===== src/hw/rtl/rrmps_pkg.sv =====
`default_nettype none

package rrmps_pkg;

    localparam int WORD_W = 32;
    localparam int BIT_W  = 5;

    localparam int CFG_ADDR_W = 3;
    localparam int CFG_DATA_W = 20;

    localparam logic [CFG_ADDR_W-1:0] REG_NUM_PACKETS       = 3'd0;
    localparam logic [CFG_ADDR_W-1:0] REG_MIN_SLEEP         = 3'd1;
    localparam logic [CFG_ADDR_W-1:0] REG_SLEEP_STEP        = 3'd2;
    localparam logic [CFG_ADDR_W-1:0] REG_RECEIVE_THRESHOLD = 3'd3;
    localparam logic [CFG_ADDR_W-1:0] REG_WINDOW_LENGTH     = 3'd4;

    localparam logic [1:0] OP_PICK = 2'd0;
    localparam logic [1:0] OP_SENT = 2'd1;
    localparam logic [1:0] OP_RESP = 2'd2;

    localparam logic [10:0] NUM_PACKETS_RST       = 11'd1024;
    localparam logic [19:0] MIN_SLEEP_RST         = 20'd8000;
    localparam logic [15:0] SLEEP_STEP_RST        = 16'd200;
    localparam logic [7:0]  RECEIVE_THRESHOLD_RST = 8'd9;
    localparam logic [7:0]  WINDOW_LENGTH_RST     = 8'd11;

    localparam logic [19:0] DELAY_MAX = 20'hFFFFF;
    localparam logic [7:0]  COUNT_MAX = 8'hFF;

    localparam int DIV_NUM_W = 21;
    localparam int DIV_DEN_W = 17;
    localparam int DIV_CNT_W = 5;

    typedef logic [DIV_NUM_W-1:0] div_num_t;
    typedef logic [DIV_DEN_W-1:0] div_den_t;

    typedef struct packed {
        logic     start;
        div_num_t dividend;
        div_den_t divisor;
    } div_req_t;

    typedef struct packed {
        logic     done;
        div_num_t quotient;
        div_den_t remainder;
    } div_rsp_t;

    function automatic logic [WORD_W-1:0] low_mask(input logic [BIT_W-1:0] b);
        return ~({WORD_W{1'b1}} << b);
    endfunction

    function automatic logic [BIT_W-1:0] first_one(input logic [WORD_W-1:0] v);
        logic [BIT_W-1:0] r;
        r = '0;
        for (int i = WORD_W - 1; i >= 0; i--)
        begin
            if (v[i])
            begin
                r = BIT_W'(i);
            end
        end
        return r;
    endfunction

endpackage

`default_nettype wire


===== src/hw/rtl/round_robin_missing_packet_scheduler_top.sv =====
// Round-robin scheduler for re-requesting missing chunks. Each input item is a pick
// (op 0), a request-sent notice (op 1) or a response (op 2), and gives exactly one
// result item with the picked chunk, its byte offset, the current delay and the
// done flags. The received bitmap sits in a single-port-read memory of 32-bit words;
// every item ends with a scan over the words covering num_packets. A sent item goes
// through the bit-serial divider that wraps the pointer by the chunk count; a
// response with data finds its chunk by reciprocal multiplication, then does a
// read-modify-write on the bitmap when that chunk is in range. A result that is not
// taken holds the next item in its last cycle. After reset the bitmap is cleared one
// word per cycle while no item is taken; the user is to make configuration writes
// only while the block is idle or during that pass, and the block itself does not
// enforce it.
`default_nettype none

module round_robin_missing_packet_scheduler_top #(
    parameter int MAX_PACKETS  = 1024,
    parameter int PACKET_BYTES = 1448
) (
    input  wire logic                              clk,
    input  wire logic                              rst_n,

    input  wire logic                              s_axis_tvalid,
    output logic                                   s_axis_tready,
    input  wire logic [23:0]                       s_axis_tdata,  // resp_offset, resp_has_data
    input  wire logic [1:0]                        s_axis_tuser,  // op

    output logic                                   m_axis_tvalid,
    input  wire logic                              m_axis_tready,
    // chunk_index, request_offset, delay_us, newly_received, all_done
    output logic [55:0]                            m_axis_tdata,

    input  wire logic                              cfg_we,
    input  wire logic [rrmps_pkg::CFG_ADDR_W-1:0]  cfg_addr,
    input  wire logic [rrmps_pkg::CFG_DATA_W-1:0]  cfg_wdata
);

    localparam int IW    = $clog2(MAX_PACKETS);
    localparam int CW    = $clog2(MAX_PACKETS + 1);
    localparam int WORDS = (MAX_PACKETS + rrmps_pkg::WORD_W - 1) / rrmps_pkg::WORD_W;
    localparam int AW    = (WORDS > 1) ? $clog2(WORDS) : 1;
    localparam int PW    = AW + rrmps_pkg::BIT_W;
    localparam int BW    = rrmps_pkg::BIT_W;
    localparam int WW    = rrmps_pkg::WORD_W;

    localparam int RCP_SH = rrmps_pkg::DIV_NUM_W + $clog2(PACKET_BYTES);
    localparam int RCP_W  = rrmps_pkg::DIV_NUM_W + 1;
    localparam int PRD_W  = rrmps_pkg::DIV_NUM_W + RCP_W;
    localparam logic [RCP_W-1:0] RCP =
        RCP_W'(((64'd1 << RCP_SH) + 64'(PACKET_BYTES) - 64'd1) / 64'(PACKET_BYTES));

    localparam logic [2:0] ST_CLEAR = 3'd0;
    localparam logic [2:0] ST_IDLE  = 3'd1;
    localparam logic [2:0] ST_DIV   = 3'd2;
    localparam logic [2:0] ST_RD    = 3'd3;
    localparam logic [2:0] ST_MOD   = 3'd4;
    localparam logic [2:0] ST_SCAN  = 3'd5;
    localparam logic [2:0] ST_FIN   = 3'd6;
    localparam logic [2:0] ST_LOAD  = 3'd7;

    logic [2:0]      state_reg;

    logic [10:0]     num_packets_reg;
    logic [19:0]     min_sleep_reg;
    logic [15:0]     sleep_step_reg;
    logic [7:0]      threshold_reg;
    logic [7:0]      window_reg;

    logic [IW-1:0]   ptr_reg;
    logic [IW-1:0]   picked_reg;
    logic [7:0]      slot_reg;
    logic [7:0]      resp_cnt_reg;
    logic [19:0]     delay_reg;
    logic [10:0]     total_reg;

    logic [1:0]      op_reg;
    logic            newly_reg;
    logic            done_reg;
    logic [PW-1:0]   mark_reg;
    rrmps_pkg::div_num_t offset_reg;

    logic [AW-1:0]   clr_cnt_reg;
    logic [AW:0]     iss_cnt_reg;
    logic            pvalid_reg;
    logic [AW-1:0]   pword_reg;
    logic            any_found_reg;
    logic [PW-1:0]   any_idx_reg;
    logic            aft_found_reg;
    logic [PW-1:0]   aft_idx_reg;

    logic [WW-1:0]   mem [WORDS];
    logic [WW-1:0]   mem_rdata_reg;
    logic            mem_we;
    logic [AW-1:0]   mem_waddr;
    logic [WW-1:0]   mem_wdata;
    logic [AW-1:0]   mem_raddr;

    logic            m_valid_reg;
    logic [55:0]     m_data_reg;

    rrmps_pkg::div_req_t div_req;
    rrmps_pkg::div_rsp_t div_rsp;

    logic            accept;
    logic [1:0]      in_op;
    logic [20:0]     in_offset;
    logic            in_has_data;
    logic            need_mark;

    logic [PRD_W-1:0]    quo_prod;
    rrmps_pkg::div_num_t quo;

    logic [CW-1:0]   lim;
    logic [PW:0]     lim_p;
    logic [AW:0]     nword;
    logic [BW-1:0]   nbit;
    logic [AW:0]     scan_end;
    logic            issue;
    logic [PW-1:0]   ptr_p;
    logic [AW-1:0]   ptr_word;
    logic [BW-1:0]   ptr_bit;
    logic [WW-1:0]   lim_mask;
    logic [WW-1:0]   ptr_mask;
    logic [WW-1:0]   pend;
    logic [WW-1:0]   aft;
    logic            mark_bit;
    logic            out_free;

    logic [7:0]      win;
    logic [7:0]      slot_inc;
    logic [20:0]     delay_sum;
    logic [19:0]     delay_up;
    logic [19:0]     delay_dn;
    logic [19:0]     delay_dn_floor;
    logic [19:0]     delay_adj;
    logic [7:0]      resp_cnt_next;

    assign accept      = s_axis_tvalid && s_axis_tready;
    assign in_op       = s_axis_tuser;
    assign in_offset   = s_axis_tdata[20:0];
    assign in_has_data = s_axis_tdata[21];
    assign need_mark   = (in_op == rrmps_pkg::OP_RESP) && in_has_data;

    assign quo_prod = PRD_W'(offset_reg) * PRD_W'(RCP);
    assign quo      = rrmps_pkg::div_num_t'(quo_prod >> RCP_SH);

    always_comb
    begin
        if (num_packets_reg == 11'd0)
        begin
            lim = CW'(1);
        end
        else if (32'(num_packets_reg) > 32'(MAX_PACKETS))
        begin
            lim = CW'(MAX_PACKETS);
        end
        else
        begin
            lim = CW'(num_packets_reg);
        end
    end

    assign lim_p    = (PW + 1)'(lim);
    assign nword    = lim_p[PW:BW];
    assign nbit     = lim_p[BW-1:0];
    assign scan_end = nword + (AW + 1)'(nbit != '0);
    assign issue    = (state_reg == ST_SCAN) && (iss_cnt_reg < scan_end);

    assign ptr_p    = PW'(ptr_reg);
    assign ptr_word = ptr_p[PW-1:BW];
    assign ptr_bit  = ptr_p[BW-1:0];

    always_comb
    begin
        if ({1'b0, pword_reg} < nword)
        begin
            lim_mask = '1;
        end
        else if ({1'b0, pword_reg} == nword)
        begin
            lim_mask = rrmps_pkg::low_mask(nbit);
        end
        else
        begin
            lim_mask = '0;
        end

        if (pword_reg > ptr_word)
        begin
            ptr_mask = '1;
        end
        else if (pword_reg == ptr_word)
        begin
            ptr_mask = ~rrmps_pkg::low_mask(ptr_bit);
        end
        else
        begin
            ptr_mask = '0;
        end
    end

    assign pend     = ~mem_rdata_reg & lim_mask;
    assign aft      = pend & ptr_mask;
    assign mark_bit = mem_rdata_reg[mark_reg[BW-1:0]];
    assign out_free = !m_valid_reg || m_axis_tready;

    // delay adjustment at window end
    assign win       = (window_reg == 8'd0) ? 8'd1 : window_reg;
    assign slot_inc  = slot_reg + 8'd1;
    assign delay_sum = {1'b0, delay_reg} + {5'd0, sleep_step_reg};
    assign delay_up  = (delay_sum > {1'b0, rrmps_pkg::DELAY_MAX}) ? rrmps_pkg::DELAY_MAX
                                                                  : delay_sum[19:0];
    assign delay_dn  = (delay_reg > {4'd0, sleep_step_reg})
                     ? delay_reg - {4'd0, sleep_step_reg} : 20'd0;
    assign delay_dn_floor = (delay_dn < min_sleep_reg) ? min_sleep_reg : delay_dn;
    assign delay_adj = (resp_cnt_reg < threshold_reg) ? delay_up : delay_dn_floor;
    assign resp_cnt_next = (resp_cnt_reg == rrmps_pkg::COUNT_MAX) ? resp_cnt_reg
                                                                  : resp_cnt_reg + 8'd1;

    always_comb
    begin
        div_req.start    = accept && (in_op == rrmps_pkg::OP_SENT);
        div_req.dividend = rrmps_pkg::div_num_t'(picked_reg) + 1'b1;
        div_req.divisor  = rrmps_pkg::div_den_t'(lim);
    end

    rrmps_div u_div (
        .clk   (clk),
        .rst_n (rst_n),
        .req   (div_req),
        .rsp   (div_rsp)
    );

    always_comb
    begin
        mem_we    = 1'b0;
        mem_waddr = mark_reg[PW-1:BW];
        mem_wdata = mem_rdata_reg | (WW'(1) << mark_reg[BW-1:0]);
        if (state_reg == ST_CLEAR)
        begin
            mem_we    = 1'b1;
            mem_waddr = clr_cnt_reg;
            mem_wdata = '0;
        end
        else if (state_reg == ST_MOD)
        begin
            mem_we = !mark_bit;
        end
        mem_raddr = (state_reg == ST_RD) ? mark_reg[PW-1:BW] : iss_cnt_reg[AW-1:0];
    end

    always_ff @(posedge clk)
    begin
        if (mem_we)
        begin
            mem[mem_waddr] <= mem_wdata;
        end
        mem_rdata_reg <= mem[mem_raddr];
    end

    always_ff @(posedge clk or negedge rst_n)
    begin
        if (!rst_n)
        begin
            state_reg       <= ST_CLEAR;
            num_packets_reg <= rrmps_pkg::NUM_PACKETS_RST;
            min_sleep_reg   <= rrmps_pkg::MIN_SLEEP_RST;
            sleep_step_reg  <= rrmps_pkg::SLEEP_STEP_RST;
            threshold_reg   <= rrmps_pkg::RECEIVE_THRESHOLD_RST;
            window_reg      <= rrmps_pkg::WINDOW_LENGTH_RST;
            ptr_reg         <= '0;
            picked_reg      <= '0;
            slot_reg        <= '0;
            resp_cnt_reg    <= '0;
            delay_reg       <= rrmps_pkg::MIN_SLEEP_RST;
            total_reg       <= '0;
            op_reg          <= rrmps_pkg::OP_PICK;
            newly_reg       <= 1'b0;
            done_reg        <= 1'b0;
            mark_reg        <= '0;
            offset_reg      <= '0;
            clr_cnt_reg     <= '0;
            iss_cnt_reg     <= '0;
            pvalid_reg      <= 1'b0;
            pword_reg       <= '0;
            any_found_reg   <= 1'b0;
            any_idx_reg     <= '0;
            aft_found_reg   <= 1'b0;
            aft_idx_reg     <= '0;
            m_valid_reg     <= 1'b0;
        end
        else
        begin
            if (cfg_we)
            begin
                case (cfg_addr)
                    rrmps_pkg::REG_NUM_PACKETS:       num_packets_reg <= cfg_wdata[10:0];
                    rrmps_pkg::REG_MIN_SLEEP:
                    begin
                        min_sleep_reg <= cfg_wdata;
                        delay_reg     <= cfg_wdata;
                    end
                    rrmps_pkg::REG_SLEEP_STEP:        sleep_step_reg  <= cfg_wdata[15:0];
                    rrmps_pkg::REG_RECEIVE_THRESHOLD: threshold_reg   <= cfg_wdata[7:0];
                    rrmps_pkg::REG_WINDOW_LENGTH:     window_reg      <= cfg_wdata[7:0];
                    default: ;
                endcase
            end

            if ((state_reg == ST_LOAD) && out_free)
            begin
                m_valid_reg <= 1'b1;
            end
            else if (m_axis_tready)
            begin
                m_valid_reg <= 1'b0;
            end

            pvalid_reg <= issue;
            pword_reg  <= iss_cnt_reg[AW-1:0];

            case (state_reg)
                ST_CLEAR:
                begin
                    clr_cnt_reg <= clr_cnt_reg + 1'b1;
                    if (clr_cnt_reg == AW'(WORDS - 1))
                    begin
                        state_reg <= ST_IDLE;
                    end
                end
                ST_IDLE:
                begin
                    iss_cnt_reg   <= '0;
                    any_found_reg <= 1'b0;
                    aft_found_reg <= 1'b0;
                    if (accept)
                    begin
                        op_reg     <= in_op;
                        offset_reg <= in_offset;
                        newly_reg  <= 1'b0;
                        state_reg  <= (div_req.start || need_mark) ? ST_DIV : ST_SCAN;
                    end
                end
                ST_DIV:
                begin
                    if (op_reg == rrmps_pkg::OP_SENT)
                    begin
                        if (div_rsp.done)
                        begin
                            ptr_reg   <= IW'(div_rsp.remainder);
                            state_reg <= ST_SCAN;
                        end
                    end
                    else if (quo < rrmps_pkg::div_num_t'(lim))
                    begin
                        mark_reg  <= PW'(quo);
                        state_reg <= ST_RD;
                    end
                    else
                    begin
                        state_reg <= ST_SCAN;
                    end
                end
                ST_RD:
                begin
                    state_reg <= ST_MOD;
                end
                ST_MOD:
                begin
                    if (!mark_bit)
                    begin
                        newly_reg <= 1'b1;
                        total_reg <= total_reg + 11'd1;
                    end
                    state_reg <= ST_SCAN;
                end
                ST_SCAN:
                begin
                    if (issue)
                    begin
                        iss_cnt_reg <= iss_cnt_reg + 1'b1;
                    end
                    if (pvalid_reg)
                    begin
                        if ((pend != '0) && !any_found_reg)
                        begin
                            any_found_reg <= 1'b1;
                            any_idx_reg   <= {pword_reg, rrmps_pkg::first_one(pend)};
                        end
                        if ((aft != '0) && !aft_found_reg)
                        begin
                            aft_found_reg <= 1'b1;
                            aft_idx_reg   <= {pword_reg, rrmps_pkg::first_one(aft)};
                        end
                    end
                    if (!issue && !pvalid_reg)
                    begin
                        state_reg <= ST_FIN;
                    end
                end
                ST_FIN:
                begin
                    done_reg <= !any_found_reg;
                    case (op_reg)
                        rrmps_pkg::OP_PICK:
                        begin
                            if (any_found_reg)
                            begin
                                if (slot_inc >= win)
                                begin
                                    slot_reg     <= '0;
                                    delay_reg    <= delay_adj;
                                    resp_cnt_reg <= '0;
                                end
                                else
                                begin
                                    slot_reg <= slot_inc;
                                end
                                picked_reg <= aft_found_reg ? IW'(aft_idx_reg)
                                                            : IW'(any_idx_reg);
                            end
                        end
                        rrmps_pkg::OP_RESP:
                        begin
                            resp_cnt_reg <= resp_cnt_next;
                        end
                        default: ;
                    endcase
                    state_reg <= ST_LOAD;
                end
                ST_LOAD:
                begin
                    if (out_free)
                    begin
                        state_reg <= ST_IDLE;
                    end
                end
                default:
                begin
                    state_reg <= ST_IDLE;
                end
            endcase
        end
    end

    always_ff @(posedge clk)
    begin
        if ((state_reg == ST_LOAD) && out_free)
        begin
            m_data_reg <= {3'd0,
                           done_reg,
                           newly_reg,
                           delay_reg,
                           21'(32'(picked_reg) * 32'(PACKET_BYTES)),
                           10'(picked_reg)};
        end
    end

    assign s_axis_tready = (state_reg == ST_IDLE);
    assign m_axis_tvalid = m_valid_reg;
    assign m_axis_tdata  = m_data_reg;

endmodule

`default_nettype wire


===== src/hw/rtl/rrmps_div.sv =====
`default_nettype none

module rrmps_div (
    input  wire logic                clk,
    input  wire logic                rst_n,
    input  wire rrmps_pkg::div_req_t req,
    output rrmps_pkg::div_rsp_t      rsp
);

    logic                                busy_reg;
    logic                                done_reg;
    logic [rrmps_pkg::DIV_CNT_W-1:0]     cnt_reg;
    rrmps_pkg::div_num_t                 num_reg;
    rrmps_pkg::div_den_t                 rem_reg;
    rrmps_pkg::div_den_t                 den_reg;

    logic [rrmps_pkg::DIV_DEN_W:0]       shifted;
    logic                                ge;
    rrmps_pkg::div_den_t                 rem_next;

    assign shifted  = {rem_reg, num_reg[rrmps_pkg::DIV_NUM_W-1]};
    assign ge       = shifted >= {1'b0, den_reg};
    assign rem_next = ge ? rrmps_pkg::div_den_t'(shifted - {1'b0, den_reg})
                         : shifted[rrmps_pkg::DIV_DEN_W-1:0];

    always_ff @(posedge clk or negedge rst_n)
    begin
        if (!rst_n)
        begin
            busy_reg <= 1'b0;
            done_reg <= 1'b0;
            cnt_reg  <= '0;
        end
        else
        begin
            done_reg <= 1'b0;
            if (req.start)
            begin
                busy_reg <= 1'b1;
                cnt_reg  <= '0;
            end
            else if (busy_reg)
            begin
                cnt_reg <= cnt_reg + 1'b1;
                if (cnt_reg == rrmps_pkg::DIV_CNT_W'(rrmps_pkg::DIV_NUM_W - 1))
                begin
                    busy_reg <= 1'b0;
                    done_reg <= 1'b1;
                end
            end
        end
    end

    always_ff @(posedge clk)
    begin
        if (req.start)
        begin
            num_reg <= req.dividend;
            den_reg <= req.divisor;
            rem_reg <= '0;
        end
        else if (busy_reg)
        begin
            num_reg <= {num_reg[rrmps_pkg::DIV_NUM_W-2:0], ge};
            rem_reg <= rem_next;
        end
    end

    assign rsp.done      = done_reg;
    assign rsp.quotient  = num_reg;
    assign rsp.remainder = rem_reg;

endmodule

`default_nettype wire


===== config.mk =====
export PLATFORM = sky130hd
export DESIGN_NAME = round_robin_missing_packet_scheduler_top
export DESIGN_NICKNAME = d
export VERILOG_FILES = /design/src/hw/rtl/rrmps_pkg.sv /design/src/hw/rtl/round_robin_missing_packet_scheduler_top.sv /design/src/hw/rtl/rrmps_div.sv
export SDC_FILE = /design/constraint.sdc
export NUM_CORES = 2
export LEC_CHECK = 0
export ABC_AREA = 1
export BUFFER_PORTS_ARGS = -buffer_cell sky130_fd_sc_hd__clkbuf_2
export CAP_MARGIN = 10
export CORE_MARGIN = 8
export CORE_UTILIZATION = 35
export CTS_CLUSTER_SIZE = 14
export DETAILED_ROUTE_END_ITERATION = 12
export REMOVE_ABC_BUFFERS = 1
export SLEW_MARGIN = 20
export SYNTH_ARGS = -nofsm -noshare
export SYNTH_HDL_FRONTEND = slang
export SYNTH_SLANG_ARGS = --single-unit

===== constraint.sdc =====
create_clock -name clk -period 8.34 [get_ports clk]
set_input_delay 0.417 -clock clk [delete_from_list [all_inputs] [get_ports clk]]
set_output_delay 0.417 -clock clk [all_outputs]
set_load 0.005 [all_outputs]

==> report_table.html <==
<table>
<tr><th>Metric</th><th>Value</th></tr>
<tr><th colspan="2">Logic synthesis</th></tr>
<tr><td>Post-synthesis sequential area ratio</td><td>0.588</td></tr>
<tr><td>Number of warnings reported in the yosys synthesis log</td><td>0</td></tr>
<tr><td>Summed instance area of the synthesized netlist</td><td>66800 um2</td></tr>
<tr><td>Most common flop cell mapped by yosys</td><td>sky130_fd_sc_hd__edfxtp_1</td></tr>
<tr><td>Number of standard cells after synthesis</td><td>approximately 6000</td></tr>
<tr><td>Share of flip-flops with an asynchronous set or reset after synthesis</td><td>0.150</td></tr>
<tr><td>Distinct cells, synth</td><td>63</td></tr>
<tr><td>Flops &amp; latches, synth</td><td>approximately 1400</td></tr>
<tr><td>Number of enable-type register cells in the synthesized netlist</td><td>1104</td></tr>
<tr><td>Average cell area after synthesis</td><td>11.2 um2</td></tr>
<tr><th colspan="2">Min path</th></tr>
<tr><td>Startpoint of the lowest-slack hold path</td><td>s_axis_tuser[0]</td></tr>
<tr><td>Number of cells on the worst hold path</td><td>3</td></tr>
<tr><td>Hold endpoint</td><td>op_reg[0]</td></tr>
<tr><td>Worst min-delay path category</td><td>in2reg</td></tr>
<tr><th colspan="2">Setup path</th></tr>
<tr><td>CP max stage delay</td><td>520 ps</td></tr>
<tr><td>Kind of launch point of the worst setup path</td><td>register</td></tr>
<tr><td>Classification of the worst setup path</td><td>reg2reg</td></tr>
<tr><td>Most repeated library cell on the critical path</td><td>sky130_fd_sc_hd__fa_1</td></tr>
<tr><td>Reg2reg end</td><td>state_reg[1]</td></tr>
<tr><td>Setup slack on the worst flop-to-flop path</td><td>380 ps</td></tr>
<tr><td>R2R depth</td><td>34</td></tr>
<tr><td>Element type at the critical path end</td><td>register</td></tr>
<tr><td>Required time of the critical path</td><td>slightly above 9000 ps</td></tr>
<tr><td>Cell type of the slowest stage on the worst timing path</td><td>sky130_fd_sc_hd__fa_1</td></tr>
<tr><td>Largest fanout on the critical path</td><td>10</td></tr>
<tr><td>FF-to-FF Start</td><td>offset_reg[4]</td></tr>
<tr><td>CP Data Arrival Time</td><td>~8700 ps</td></tr>
<tr><th colspan="2">Clock tree</th></tr>
<tr><td>Cell at the root of the clock tree</td><td>sky130_fd_sc_hd__clkbuf_16</td></tr>
<tr><td>H-tree level count</td><td>4</td></tr>
<tr><td>Longest Clk Path Bufs</td><td>3</td></tr>
<tr><td>Insertion delay of the later-clocked pin in the worst-skew pair</td><td>800 ps</td></tr>
<tr><td>Number of sinks on the clock net</td><td>between 1000 and 1500</td></tr>
<tr><td>Clk slew on worst S/H paths</td><td>60 ps</td></tr>
<tr><td>Cts bufs inserted</td><td>149</td></tr>
<tr><td>TritonCTS clock tree</td><td>yes</td></tr>
<tr><th colspan="2">Cells and area</th></tr>
<tr><td>Layout cell share with drive strength beyond 1</td><td>0.0936</td></tr>
<tr><td>Layout overhead on the synthesized area</td><td>13.9%</td></tr>
<tr><td>NumNets Final</td><td>6662</td></tr>
<tr><td>Flip-flop count of the largest register, all copies and words added</td><td>a little over 1000</td></tr>
<tr><th colspan="2">Placed design</th></tr>
<tr><td>Number of port buffers</td><td>roughly 100</td></tr>
<tr><td>Detail Placement HPWL</td><td>roughly 110000 um</td></tr>
<tr><td>Final estimated routing congestion in global placement</td><td>~0.9</td></tr>
<tr><th colspan="2">Die</th></tr>
<tr><td>Die Y-Extent</td><td>approximately 450 um</td></tr>
<tr><td>Initial cell density of the core</td><td>0.352</td></tr>
<tr><td>Overall die width</td><td>453 um</td></tr>
<tr><td>Core region area</td><td>between 150000 and 200000 um2</td></tr>
<tr><td>Area of the die</td><td>205000 um2</td></tr>
<tr><td># IOs</td><td>~110</td></tr>
<tr><td>Number of core rows</td><td>160</td></tr>
<tr><th colspan="2">Timing</th></tr>
<tr><td>Setup TNS Final</td><td>0 ps</td></tr>
<tr><td>Final period utilization</td><td>0.955</td></tr>
<tr><td>Transition time of the tightest slew-check pin</td><td>1120 ps</td></tr>
<tr><td>Post-route minimum period</td><td>7960 ps</td></tr>
<tr><td>Total count of max-transition violations in the final report</td><td>0</td></tr>
<tr><td>Count of final hold-check violations</td><td>0</td></tr>
<tr><td>Worst hold slack after final layout</td><td>between 50 and 60 ps</td></tr>
<tr><td>Final count of negative-setup-slack endpoints</td><td>0</td></tr>
<tr><td>Slew HR</td><td>0.251</td></tr>
<tr><td>Layout Skew</td><td>46.0 ps</td></tr>
<tr><td>Timing-limited maximum frequency</td><td>126 MHz</td></tr>
<tr><th colspan="2">GRT</th></tr>
<tr><td>Largest net degree at the start of global routing</td><td>202</td></tr>
<tr><td>Via count of the first global-routing pass</td><td>approximately 46000</td></tr>
<tr><td>Number of antenna violations at the first check in global routing</td><td>3</td></tr>
<tr><td>Global-route wire length before repair</td><td>283000 um</td></tr>
<tr><td>Global route total overflow</td><td>0</td></tr>
<tr><td>Overall fraction of global-route tracks in use</td><td>0.177</td></tr>
<tr><th colspan="2">Drt</th></tr>
<tr><td>DRT Wirelength</td><td>187000 um</td></tr>
<tr><td>Detailed Routing Iterations Pass 1</td><td>8</td></tr>
<tr><td>Total number of vias</td><td>around 47000</td></tr>
<tr><td>Wire length per cell</td><td>21.4 um</td></tr>
<tr><td>DRC violation count after routing</td><td>0</td></tr>
<tr><td>Count of antenna-violating nets left after detailed routing</td><td>0</td></tr>
<tr><td>Ratio of routed vias to standard cells</td><td>between 5 and 6</td></tr>
<tr><td>DR iter-0 viols</td><td>4604</td></tr>
<tr><th colspan="2">Run</th></tr>
<tr><td>Number of maximum-capacitance constraint violations</td><td>0</td></tr>
<tr><th colspan="2">Outcome</th></tr>
<tr><td>Status</td><td>complete, no violations</td></tr>
</table>
## timing repair
item | in CTS | in global routing
hold endpoints to repair | 161 | 0
hold buffers | 43 | 0
resized for setup | 0 | 12
buffers inserted | 0 | 2
setup endpoints to repair | 0 | 12
## layout by cell type, fill, tap and decap left out, types with 13 or more instances in the layout
| cell | Yosys | routed |
|---|---|---|
| sky130_fd_sc_hd__dfxtp_1 | 49 | 49 |
| sky130_fd_sc_hd__a21oi_2 | 1 | 22 |
| sky130_fd_sc_hd__nor2_1 | 752 | 715 |
| sky130_fd_sc_hd__ha_1 | 354 | 353 |
| sky130_fd_sc_hd__clkbuf_1 | 272 | 34 |
| sky130_fd_sc_hd__dfrtp_1 | 183 | 180 |
| sky130_fd_sc_hd__nor3_1 | 34 | 34 |
| sky130_fd_sc_hd__clkinv_1 | 6 | 27 |
| sky130_fd_sc_hd__nand2_1 | 588 | 588 |
| sky130_fd_sc_hd__clkbuf_2 | 0 | 102 |
| sky130_fd_sc_hd__xor2_1 | 69 | 69 |
| sky130_fd_sc_hd__o221ai_1 | 212 | 212 |
| sky130_fd_sc_hd__clkbuf_16 | 0 | 152 |
| sky130_fd_sc_hd__buf_4 | 8 | 105 |
| sky130_fd_sc_hd__nand3_1 | 133 | 133 |
| sky130_fd_sc_hd__fa_1 | 173 | 173 |
| sky130_fd_sc_hd__dlygate4sd3_1 | 0 | 43 |
| sky130_fd_sc_hd__o211ai_1 | 79 | 79 |
| sky130_fd_sc_hd__o21ai_0 | 760 | 753 |
| sky130_fd_sc_hd__o21ai_1 | 11 | 13 |
| sky130_fd_sc_hd__dfstp_2 | 21 | 21 |
| sky130_fd_sc_hd__xnor2_1 | 14 | 14 |
| sky130_fd_sc_hd__edfxtp_1 | 1104 | 1104 |
| sky130_fd_sc_hd__clkinv_2 | 0 | 27 |
| sky130_fd_sc_hd__nand4_1 | 39 | 39 |
| sky130_fd_sc_hd__nor2_4 | 1 | 37 |
| sky130_fd_sc_hd__inv_2 | 13 | 13 |
| sky130_fd_sc_hd__inv_1 | 581 | 578 |
| sky130_fd_sc_hd__a31oi_1 | 82 | 82 |
| sky130_fd_sc_hd__a21oi_1 | 208 | 179 |
| sky130_fd_sc_hd__o22ai_1 | 64 | 64 |
## synth_stat cells, types with 49 or more instances
library cell               count  area, um2
sky130_fd_sc_hd__fa_1        173       3460
sky130_fd_sc_hd__a21oi_1     208       1040
sky130_fd_sc_hd__o21ai_0     760       3800
sky130_fd_sc_hd__edfxtp_1   1104      33200
sky130_fd_sc_hd__xor2_1       69        604
sky130_fd_sc_hd__a31oi_1      82        513
sky130_fd_sc_hd__nor2_1      752       2820
sky130_fd_sc_hd__o22ai_1      64        400
sky130_fd_sc_hd__o211ai_1     79        593
sky130_fd_sc_hd__inv_1       581       2180
sky130_fd_sc_hd__clkbuf_1    272       1020
sky130_fd_sc_hd__nand2_1     588       2210
sky130_fd_sc_hd__dfrtp_1     183       4580
sky130_fd_sc_hd__nand3_1     133        666
sky130_fd_sc_hd__dfxtp_1      49        981
sky130_fd_sc_hd__o221ai_1    212       1860
sky130_fd_sc_hd__ha_1        354       4430
## kinds of logic after synthesis
kind of cell,synth area share
AND/OR/NAND/NOR,0.0957
AO/OA/AOI/OAI,0.136
flip-flops,0.588
buffers and inverters,0.0513
adder cells (fa/ha/maj),0.118
XOR/XNOR,0.0109
other,0.0000561
multiplexers,0.000169
## per-stage QoR
stage | instances | setup WS (ps) | cell area [um2] | utilization
6_report | 8718 | 376 | 76100 | 0.400
3_3_place_gp | 8396 | 279 | 70600 | 0.372
3_5_place_dp | 8396 | 183 | 70700 | 0.372
5_1_grt | 8718 | -30.4 | 76100 | 0.400
4_1_cts | 8715 | 166 | 76000 | 0.400
2_1_floorplan | 5675 | -24220 | 65600 | -
## per-layer routing
layer  vias up  global-route usage  part of all wire
met2      1708               0.296              0.48
met4         0              0.0499             0.027
met3       322              0.0265             0.067
li1      21500                   -                 -
met5         -                   0                 0
met1     23300               0.241              0.43
## final cells by class
class	instances	area [um2]
well taps	2511	3140
clock buffers	194	4040
clock inverters	82	873
inverters	601	2280
repair buffers	255	1820
fillers	18000	114000
diodes	1	2.50
flip-flops and latches	1357	39300
multi-input cells	3717	24600
## critical path: cells and delay by family (launching register included)
kind / cells / cell delay, ps
fa+ha+maj: 9 / 3850
compound gates: 7 / 1240
buf+inv: 4 / 470
simple gates: 12 / 1420
flops: 1 / 470
xor+xnor: 1 / 290
mux: 1 / 190
## how the worst max path moves through the flow
stage	startpoint	end	slack, ps	cells after the start
global placement	offset_reg[4]	mark_reg[4]	280	35
finish	offset_reg[4]	state_reg[1]	380	34
global route	offset_reg[7]	state_reg[1]	-30	35
CTS	offset_reg[6]	mark_reg[1]	170	36
detailed placement	offset_reg[6]	mark_reg[2]	180	35
floorplan	state_reg[1]	mem_rdata_reg[19]	-24220	9
Power is left out: the tool's default activity adds up to more than one toggle a clock period on the data nets, which glitch-free logic cannot reach.
